<file path="src/hdl/cbdf_pkg.sv">
`default_nettype none

package cbdf_pkg;

  localparam int unsigned MAX_HALF_WIDTH = 8;
  localparam int unsigned WIN_DEPTH      = 2 * MAX_HALF_WIDTH + 1;

  localparam int unsigned HW_W   = 4;
  localparam int unsigned PIX_W  = 8;
  localparam int unsigned RESP_W = 12;
  localparam int unsigned SUM_W  = PIX_W + $clog2(MAX_HALF_WIDTH + 1);
  localparam int unsigned POS_W  = $clog2(WIN_DEPTH + 1);
  localparam int unsigned CNT_W  = $clog2(MAX_HALF_WIDTH + 1);
  localparam int unsigned IDX_W  = $clog2(MAX_HALF_WIDTH);

  localparam int unsigned FIFO_DEPTH = 4;
  localparam int unsigned FIFO_AW    = $clog2(FIFO_DEPTH);

  localparam logic [HW_W-1:0] HW_RESET = HW_W'(2);
  localparam logic [HW_W-1:0] HW_MIN   = HW_W'(1);
  localparam logic [HW_W-1:0] HW_MAX   = HW_W'(MAX_HALF_WIDTH);

  typedef enum logic {
    OP_RAW    = 1'b0,
    OP_FILTER = 1'b1
  } op_e;

  typedef struct packed {
    op_e              op;
    logic [SUM_W-1:0] right_sum;
    logic [SUM_W-1:0] left_sum;
    logic [PIX_W-1:0] raw;
    logic             last;
  } entry_t;

  typedef struct packed {
    logic   valid;
    entry_t entry;
  } qword_t;

endpackage

`default_nettype wire

</file>
<file path="src/hdl/cbdf_front.sv">
`default_nettype none

module cbdf_front import cbdf_pkg::*; (
  input  wire logic            clk_i,
  input  wire logic            rst_ni,
  input  wire logic [HW_W-1:0] half_width_i,
  input  wire logic            in_valid_i,
  output logic                 in_stall_o,
  input  wire logic [PIX_W-1:0] pixel_i,
  input  wire logic            path_end_i,
  output qword_t               push_o,
  input  wire logic            q_full_i
);

  typedef enum logic [1:0] {
    ST_RUN   = 2'b01,
    ST_FLUSH = 2'b10
  } state_e;

  state_e           state_q, state_d;
  logic [POS_W-1:0] pos_q, pos_d;
  logic [CNT_W-1:0] cnt_q, cnt_d;
  logic [PIX_W-1:0] win_q [WIN_DEPTH];
  logic [PIX_W-1:0] win_d [WIN_DEPTH];

  logic             accept;
  logic [POS_W-1:0] n_pos;
  logic             has_main;
  logic             do_filter;
  logic [SUM_W-1:0] right_sum;
  logic [SUM_W-1:0] left_sum;
  logic [IDX_W-1:0] flush_idx;

  assign in_stall_o = (state_q != ST_RUN) || q_full_i;
  assign accept     = in_valid_i && !in_stall_o;
  assign n_pos      = POS_W'(half_width_i);
  assign has_main   = pos_q >= n_pos;
  assign do_filter  = pos_q >= (n_pos << 1);
  assign flush_idx  = IDX_W'(cnt_q - CNT_W'(1));

  // The window as it stands once the new sample has been shifted in.
  always_comb begin
    win_d[0] = pixel_i;
    for (int i = 1; i < WIN_DEPTH; i++) begin
      win_d[i] = win_q[i-1];
    end
  end

  // Right window is the newest N samples, left window the N behind the centre.
  always_comb begin
    logic [POS_W-1:0] left_idx;
    right_sum = '0;
    left_sum  = '0;
    left_idx  = '0;
    for (int k = 0; k < MAX_HALF_WIDTH; k++) begin
      left_idx = n_pos + POS_W'(k) + POS_W'(1);
      if (POS_W'(k) < n_pos) begin
        right_sum = right_sum + SUM_W'(win_d[k]);
        left_sum  = left_sum + SUM_W'(win_d[left_idx]);
      end
    end
  end

  always_comb begin
    state_d = state_q;
    pos_d   = pos_q;
    cnt_d   = cnt_q;
    push_o  = '0;
    unique case (state_q)
      ST_RUN: begin
        if (accept) begin
          push_o.valid           = has_main;
          push_o.entry.op        = do_filter ? OP_FILTER : OP_RAW;
          push_o.entry.right_sum = right_sum;
          push_o.entry.left_sum  = left_sum;
          push_o.entry.raw       = win_d[n_pos];
          push_o.entry.last      = 1'b0;
          if (path_end_i) begin
            state_d = ST_FLUSH;
            pos_d   = '0;
            cnt_d   = has_main ? CNT_W'(half_width_i) : CNT_W'(pos_q) + CNT_W'(1);
          end else if (pos_q < POS_W'(WIN_DEPTH)) begin
            pos_d = pos_q + POS_W'(1);
          end
        end
      end
      ST_FLUSH: begin
        if (!q_full_i) begin
          push_o.valid     = 1'b1;
          push_o.entry.op  = OP_RAW;
          push_o.entry.raw = win_q[flush_idx];
          push_o.entry.last = (cnt_q == CNT_W'(1));
          cnt_d = cnt_q - CNT_W'(1);
          if (cnt_q == CNT_W'(1)) begin
            state_d = ST_RUN;
          end
        end
      end
      default: state_d = ST_RUN;
    endcase
  end

  always_ff @(posedge clk_i or negedge rst_ni) begin
    if (!rst_ni) begin
      state_q <= ST_RUN;
      pos_q   <= '0;
      cnt_q   <= '0;
    end else begin
      state_q <= state_d;
      pos_q   <= pos_d;
      cnt_q   <= cnt_d;
    end
  end

  always_ff @(posedge clk_i) begin
    if (accept) begin
      win_q <= win_d;
    end
  end

endmodule

`default_nettype wire

</file>
<file path="src/hdl/cbdf_fifo.sv">
`default_nettype none

module cbdf_fifo import cbdf_pkg::*; (
  input  wire logic   clk_i,
  input  wire logic   rst_ni,
  input  wire qword_t push_i,
  output logic        full_o,
  output qword_t      head_o,
  input  wire logic   pop_i
);

  entry_t               mem_q [FIFO_DEPTH];
  logic [FIFO_AW-1:0]   wr_ptr_q, rd_ptr_q;
  logic [FIFO_AW:0]     count_q;
  logic                 do_push;
  logic                 do_pop;

  assign full_o       = (count_q == (FIFO_AW+1)'(FIFO_DEPTH));
  assign head_o.valid = (count_q != '0);
  assign head_o.entry = mem_q[rd_ptr_q];
  assign do_push      = push_i.valid && !full_o;
  assign do_pop       = pop_i && head_o.valid;

  always_ff @(posedge clk_i or negedge rst_ni) begin
    if (!rst_ni) begin
      wr_ptr_q <= '0;
      rd_ptr_q <= '0;
      count_q  <= '0;
    end else begin
      if (do_push) begin
        wr_ptr_q <= wr_ptr_q + FIFO_AW'(1);
      end
      if (do_pop) begin
        rd_ptr_q <= rd_ptr_q + FIFO_AW'(1);
      end
      priority if (do_push && !do_pop) begin
        count_q <= count_q + (FIFO_AW+1)'(1);
      end else if (do_pop && !do_push) begin
        count_q <= count_q - (FIFO_AW+1)'(1);
      end
    end
  end

  always_ff @(posedge clk_i) begin
    if (do_push) begin
      mem_q[wr_ptr_q] <= push_i.entry;
    end
  end

endmodule

`default_nettype wire

</file>
<file path="src/hdl/cbdf_back.sv">
`default_nettype none

module cbdf_back import cbdf_pkg::*; (
  input  wire logic               clk_i,
  input  wire logic               rst_ni,
  input  wire qword_t             head_i,
  output logic                    pop_o,
  output logic                    out_valid_o,
  input  wire logic               out_stall_i,
  output logic signed [RESP_W-1:0] response_o,
  output logic                    is_last_o
);

  logic                    out_valid_q;
  logic signed [RESP_W-1:0] response_q, response_d;
  logic                    is_last_q;
  logic signed [SUM_W:0]   diff;

  assign pop_o = head_i.valid && (!out_valid_q || !out_stall_i);
  assign diff  = $signed({1'b0, head_i.entry.right_sum}) -
                 $signed({1'b0, head_i.entry.left_sum});

  always_comb begin
    unique case (head_i.entry.op)
      OP_FILTER: response_d = diff[RESP_W-1:0];
      OP_RAW:    response_d = RESP_W'(head_i.entry.raw);
      default:   response_d = RESP_W'(head_i.entry.raw);
    endcase
  end

  always_ff @(posedge clk_i or negedge rst_ni) begin
    if (!rst_ni) begin
      out_valid_q <= 1'b0;
    end else if (pop_o) begin
      out_valid_q <= 1'b1;
    end else if (!out_stall_i) begin
      out_valid_q <= 1'b0;
    end
  end

  always_ff @(posedge clk_i) begin
    if (pop_o) begin
      response_q <= response_d;
      is_last_q  <= head_i.entry.last;
    end
  end

  assign out_valid_o = out_valid_q;
  assign response_o  = response_q;
  assign is_last_o   = is_last_q;

endmodule

`default_nettype wire

</file>
<file path="src/hdl/caliper_box_difference_filter_core.sv">
// Box-difference edge filter along a caliper path. Grey samples arrive one
// word per cycle on the input channel while in_stall_o is low, with
// path_end_i marking the last sample of a path. For half width N (register,
// 1 to 8, reset 2; a write of 0 reads as 1 and anything above 8 as 8), each
// sample with N neighbours on both sides yields the sum of the next N
// samples minus the sum of the previous N; the first and last N samples of
// a path come out raw, and a path shorter than 2N+1 comes out entirely raw.
// Results trail the input by N samples, and the path_end word flushes every
// sample still held, the final result of the path carrying is_last_o.
// Throughput is one input word per cycle while the result queue has room; a
// path_end word then holds the input stalled while its up to N held samples
// are flushed, the front end pushing one result a cycle into the queue when
// it has room. Each result passes through the queue and then the output
// register, which loads it once free. Change the half width only while the
// block is idle.

`default_nettype none

module caliper_box_difference_filter_core import cbdf_pkg::*; (
  input  wire logic               clk_i,
  input  wire logic               rst_ni,
  // Configuration: half width register.
  input  wire logic               cfg_we_i,
  input  wire logic [HW_W-1:0]    cfg_wdata_i,
  // Sample input channel.
  input  wire logic               in_valid_i,
  output logic                    in_stall_o,
  input  wire logic [PIX_W-1:0]   pixel_i,
  input  wire logic               path_end_i,
  // Result output channel.
  output logic                    out_valid_o,
  input  wire logic               out_stall_i,
  output logic signed [RESP_W-1:0] response_o,
  output logic                    is_last_o
);

  logic [HW_W-1:0] half_width_q, half_width_d;
  qword_t          push;
  qword_t          head;
  logic            q_full;
  logic            pop;

  // Out-of-range writes are clamped into the supported half width range.
  always_comb begin
    priority if (cfg_wdata_i < HW_MIN) begin
      half_width_d = HW_MIN;
    end else if (cfg_wdata_i > HW_MAX) begin
      half_width_d = HW_MAX;
    end else begin
      half_width_d = cfg_wdata_i;
    end
  end

  always_ff @(posedge clk_i or negedge rst_ni) begin
    if (!rst_ni) begin
      half_width_q <= HW_RESET;
    end else if (cfg_we_i) begin
      half_width_q <= half_width_d;
    end
  end

  // The front end keeps the sample window, decides which words produce a
  // result and forms both window sums; flushing at a path end runs there too.
  cbdf_front u_front (
    .clk_i        (clk_i),
    .rst_ni       (rst_ni),
    .half_width_i (half_width_q),
    .in_valid_i   (in_valid_i),
    .in_stall_o   (in_stall_o),
    .pixel_i      (pixel_i),
    .path_end_i   (path_end_i),
    .push_o       (push),
    .q_full_i     (q_full)
  );

  // A short queue lets the front keep taking samples while the output stalls.
  cbdf_fifo u_fifo (
    .clk_i  (clk_i),
    .rst_ni (rst_ni),
    .push_i (push),
    .full_o (q_full),
    .head_o (head),
    .pop_i  (pop)
  );

  // The back end forms the difference or passes the raw sample, and holds
  // the result in the output register until it is taken.
  cbdf_back u_back (
    .clk_i       (clk_i),
    .rst_ni      (rst_ni),
    .head_i      (head),
    .pop_o       (pop),
    .out_valid_o (out_valid_o),
    .out_stall_i (out_stall_i),
    .response_o  (response_o),
    .is_last_o   (is_last_o)
  );

endmodule

`default_nettype wire

</file>
<file path="config.mk">
export PLATFORM = sky130hd
export DESIGN_NAME = caliper_box_difference_filter_core
export DESIGN_NICKNAME = d
export VERILOG_FILES = /design/src/hdl/cbdf_pkg.sv /design/src/hdl/cbdf_front.sv /design/src/hdl/cbdf_fifo.sv /design/src/hdl/cbdf_back.sv /design/src/hdl/caliper_box_difference_filter_core.sv
export SDC_FILE = /design/constraint.sdc
export NUM_CORES = 1
export LEC_CHECK = 0
export ABC_CLOCK_PERIOD_IN_PS = 22200
export BUFFER_PORTS_ARGS = -buffer_cell sky130_fd_sc_hd__buf_4
export CORE_MARGIN = 2
export CORE_UTILIZATION = 55
export DETAILED_ROUTE_END_ITERATION = 7
export GPL_TIMING_DRIVEN = 0
export PLACE_DENSITY = 0.75
export SYNTH_ARGS = -nofsm -noshare
export SYNTH_HDL_FRONTEND = slang
export SYNTH_SLANG_ARGS = --single-unit
</file>
<file path="constraint.sdc">
create_clock -name clk_i -period 22.2 [get_ports clk_i]
set_clock_uncertainty 0.05 [all_clocks]
set_input_delay 1.11 -clock clk_i [delete_from_list [all_inputs] [get_ports clk_i]]
set_output_delay 1.11 -clock clk_i [all_outputs]
set_load 0.02 [all_outputs]
</file>
==> impl_metrics.sql <==
INSERT INTO impl_metrics (metric_group, metric, value, unit) VALUES
('status', 'outcome', 'finished clean', ''),
('cts', 'clk_pin_slew', '60', 'ps'),
('cells_and_area', 'drive_gt1_frac', '0.1763', ''),
('timing', 'tightest_slew', '1419', 'ps'),
('cells_and_area', 'layout.cells.most_common', 'sky130_fd_sc_hd__edfxtp_1', ''),
('timing', 'final_period_minus_worst_setup_slack', '16850', 'ps'),
('grt', 'groute.layer.met3.usage', '0.1726', ''),
('timing', 'maxSlewViolCount', '0', ''),
('floorplanning', 'core_area', '45090', 'um2'),
('cts', 'tritoncts', 'built', ''),
('worst_setup_path', 'crit_buf_inv', '17', ''),
('floorplanning', 'floorplan.die.height', '216.9', 'um'),
('grt', 'grt_pass1_wl', '141400', 'um'),
('worst_setup_path', 'critical_path.max_fanout', '12', ''),
('synth', 'ys_seq_area_frac', '0.3568', ''),
('grt', 'grt.total_usage', '0.4276', ''),
('routing', 'avgViaCountPerCell', '7.127', ''),
('placed_design', 'postPlaceCellArea', '26130', 'um2'),
('synth', 'yosys.area_share.adder', '0.09012', ''),
('routing', 'post_drt_wl_per_cell', '33.89', 'um'),
('timing', 'max_freq', '59.36', 'MHz'),
('floorplanning', 'ioPinCount', '33', ''),
('timing', 'layout_worst_path_cycle_share', '0.7589', ''),
('placed_design', 'place_hpwl', '73970', 'um'),
('synth', 'synth_enable_flop_cells', '277', ''),
('synth', 'synth_simple_gate_area_share', '0.1011', ''),
('grt', 'grt_most_used_layer', 'met2', ''),
('synth', 'ys_types', '75', ''),
('worst_setup_path', 'worst-path-stages', '55', ''),
('synth', 'xor_xnor_share_of_the_synthesized_area', '0.03999', ''),
('cts', 'htree_levels', '2', ''),
('cells_and_area', 'nets', '2501', ''),
('worst_setup_path', 'worst_path_dominant_cell_family', 'buffers and inverters', ''),
('cells_and_area', 'final_cell_mix', 'sky130_fd_sc_hd__edfxtp_1, sky130_fd_sc_hd__nand2_1, sky130_fd_sc_hd__mux4_2', ''),
('timing', 'rsz0062_at_grt', 'false', ''),
('timing', 'setup-violations-final', '0', ''),
('worst_setup_path', 'timing.critical_path.to_type', 'flop', ''),
('grt', 'met1_usage', '0.5434', ''),
('routing', 'route.detailed.drc', '0', ''),
('routing', 'wl', '99910', 'um'),
('job', 'max-cap-violations', '0', ''),
('cells_and_area', 'final_design_area_no_fill', '27410', 'um2'),
('floorplanning', 'die_area', '47060', 'um2'),
('floorplanning', 'standard_cell_row_count', '78', ''),
('timing', 'worst_case_headroom_to_the_max_slew_limit', '0.04703', ''),
('worst_setup_path', 'setup.worst_path.class', 'flop to flop', ''),
('synth', 'yosys_register_bits', '300', ''),
('grt', 'grt_pass1_vias', '20050', ''),
('synth', 'synth_top_flop_cell', 'sky130_fd_sc_hd__edfxtp_1', ''),
('routing', 'drt_first_iter_violations', '2896', ''),
('worst_setup_path', 'regToRegEndpoint', 'u_fifo.mem_q[2][20]$_DFFE_PP_', ''),
('cts', 'cts_num_sinks', '300', ''),
('cts', 'post_cts_resized', '0', ''),
('synth', 'synthCells', '2233', ''),
('cells_and_area', 'area.growth.synth_to_final', '9.910', '%'),
('synth', 'share_of_flip_flops_with_an_asynchronous_set_or_reset_after_synthesis', '0.07667', ''),
('grt', 'grt_overflow', '0', ''),
('synth', 'combinational_family_with_the_most_area_after_synthesis', 'multiplexers', ''),
('routing', 'drt.antenna.violating_nets', '0', ''),
('floorplanning', 'floorplan.die.width', '216.9', 'um'),
('cts', 'clock_tree_buf_depth', '3', ''),
('cts', 'cts-buffers-inserted', '37', ''),
('grt', 'grt_start_max_net_pins', '48', ''),
('synth', 'synth_compound_area_frac', '0.1385', ''),
('routing', 'route.vias.total', '21010', ''),
('worst_setup_path', 'timing.critical_path.from_type', 'flop', ''),
('worst_setup_path', 'reg2reg_slack', '5350', 'ps'),
('worst_setup_path', 'timing.critical_path.mode_cell', 'sky130_fd_sc_hd__a21oi_1', ''),
('synth', 'synthesis.area_per_instance', '11.17', 'um2'),
('synth', 'synth.area.mux_share', '0.2370', ''),
('floorplanning', 'initial_utilization', '0.5530', '');
## registers in the layout, summed over array words and instances (netlist names)
name	cells
half_width_q	4
u_back.is_last_o	1
u_fifo.wr_ptr_q	2
u_fifo.mem_q	136
u_fifo.rd_ptr_q	2
u_front.cnt_q	4
u_back.response_o	12
u_front.win_d	128
u_back.out_valid_o	1
u_front.state_q	2
u_front.pos_q	5
u_fifo.count_q	3
## per-stage QoR
step / utilization / hold slack [ps] / setup slack, ps / std cells
CTS: 0.6075 / 381.6 / 5637 / 2942
global route: 0.6075 / 398.5 / 4566 / 2942
floorplan: - / 425.9 / 10270 / 2233
detailed placement: 0.5795 / 461.1 / 5664 / 2874
global placement: 0.5750 / 431.6 / 5927 / 2865
finish: 0.6078 / 381.2 / 5353 / 2948
## layout make-up
| class | count | area (um2) | area share |
|---|---|---|---|
| Antenna cell | 6 | 15.01 | 0.0005478 |
| Multi-Input combinational cell | 1698 | 15150 | 0.5526 |
| Sequential cell | 300 | 8896 | 0.3246 |
| Buffer | 116 | 465.4 | 0.01698 |
| Inverter | 119 | 446.7 | 0.01630 |
| Timing Repair Buffer | 41 | 425.4 | 0.01552 |
| Clock inverter | 17 | 242.7 | 0.008857 |
| Tap cell | 600 | 750.7 | 0.02739 |
| Clock buffer | 51 | 1018 | 0.03716 |
## per-layer routing
layer	wire length, um	part of all wire	vias to the layer above
li1	-	-	8754
met1	36300	0.36	10310
met2	43040	0.43	1606
met3	14240	0.14	336
met4	6288	0.063	6
met5	40	0.00040	-
## cell families after synthesis
kind of cell | after synthesis
simple gates | 565
compound gates | 563
flops | 300
mux | 297
buf+inv | 235
fa+ha+maj | 170
xor+xnor | 103
## worst max-delay path by stage
stage / end / from / slack [ps]
after floorplan: u_fifo.mem_q[0][20]$_DFFE_PP_ / half_width_q[0]$_DFFE_PN0P_ / 10270
after global placement: u_fifo.mem_q[2][20]$_DFFE_PP_ / half_width_q[0]$_DFFE_PN0P_ / 5930
after detailed placement: u_fifo.mem_q[2][20]$_DFFE_PP_ / half_width_q[0]$_DFFE_PN0P_ / 5660
after CTS: u_fifo.mem_q[0][20]$_DFFE_PP_ / half_width_q[0]$_DFFE_PN0P_ / 5640
after global routing: u_fifo.mem_q[2][20]$_DFFE_PP_ / half_width_q[0]$_DFFE_PN0P_ / 4570
final: u_fifo.mem_q[2][20]$_DFFE_PP_ / half_width_q[0]$_DFFE_PN0P_ / 5350
## cells in the mapped netlist, types with 5 or more instances
library cell	number	area (um2)
sky130_fd_sc_hd__mux4_2	231	5202
sky130_fd_sc_hd__buf_1	24	90.09
sky130_fd_sc_hd__inv_1	114	427.9
sky130_fd_sc_hd__nor3_1	42	210.2
sky130_fd_sc_hd__buf_2	14	70.07
sky130_fd_sc_hd__xnor2_1	60	525.5
sky130_fd_sc_hd__a22o_1	11	96.34
sky130_fd_sc_hd__mux2_2	36	405.4
sky130_fd_sc_hd__o211ai_1	10	75.07
sky130_fd_sc_hd__and3_1	14	87.58
sky130_fd_sc_hd__o31ai_1	13	97.59
sky130_fd_sc_hd__nor2_1	155	581.8
sky130_fd_sc_hd__a211oi_1	16	120.1
sky130_fd_sc_hd__nand2_1	234	878.3
sky130_fd_sc_hd__ha_1	154	1927
sky130_fd_sc_hd__xor2_1	34	297.8
sky130_fd_sc_hd__fa_1	16	320.3
sky130_fd_sc_hd__and2_1	20	125.1
sky130_fd_sc_hd__edfxtp_1	277	8318
sky130_fd_sc_hd__o31a_1	8	70.07
sky130_fd_sc_hd__nand2b_1	24	150.1
sky130_fd_sc_hd__clkbuf_1	75	281.5
sky130_fd_sc_hd__o21ai_1	33	165.2
sky130_fd_sc_hd__inv_2	5	18.77
sky130_fd_sc_hd__o22ai_1	35	219.0
sky130_fd_sc_hd__a21boi_0	9	67.56
sky130_fd_sc_hd__a31oi_1	10	62.56
sky130_fd_sc_hd__nand3_1	18	90.09
sky130_fd_sc_hd__a21o_1	40	300.3
sky130_fd_sc_hd__nor2b_1	32	200.2
sky130_fd_sc_hd__a21oi_1	208	1041
sky130_fd_sc_hd__mux2i_1	29	290.3
sky130_fd_sc_hd__dfrtp_1	21	525.5
sky130_fd_sc_hd__o21ai_0	87	435.4
sky130_fd_sc_hd__o21a_1	26	195.2
sky130_fd_sc_hd__o21bai_1	16	120.1
sky130_fd_sc_hd__a211o_1	10	87.58
Power is not shown: default switching activity piles up to over one toggle a cycle in this logic, so the estimate is an artifact.
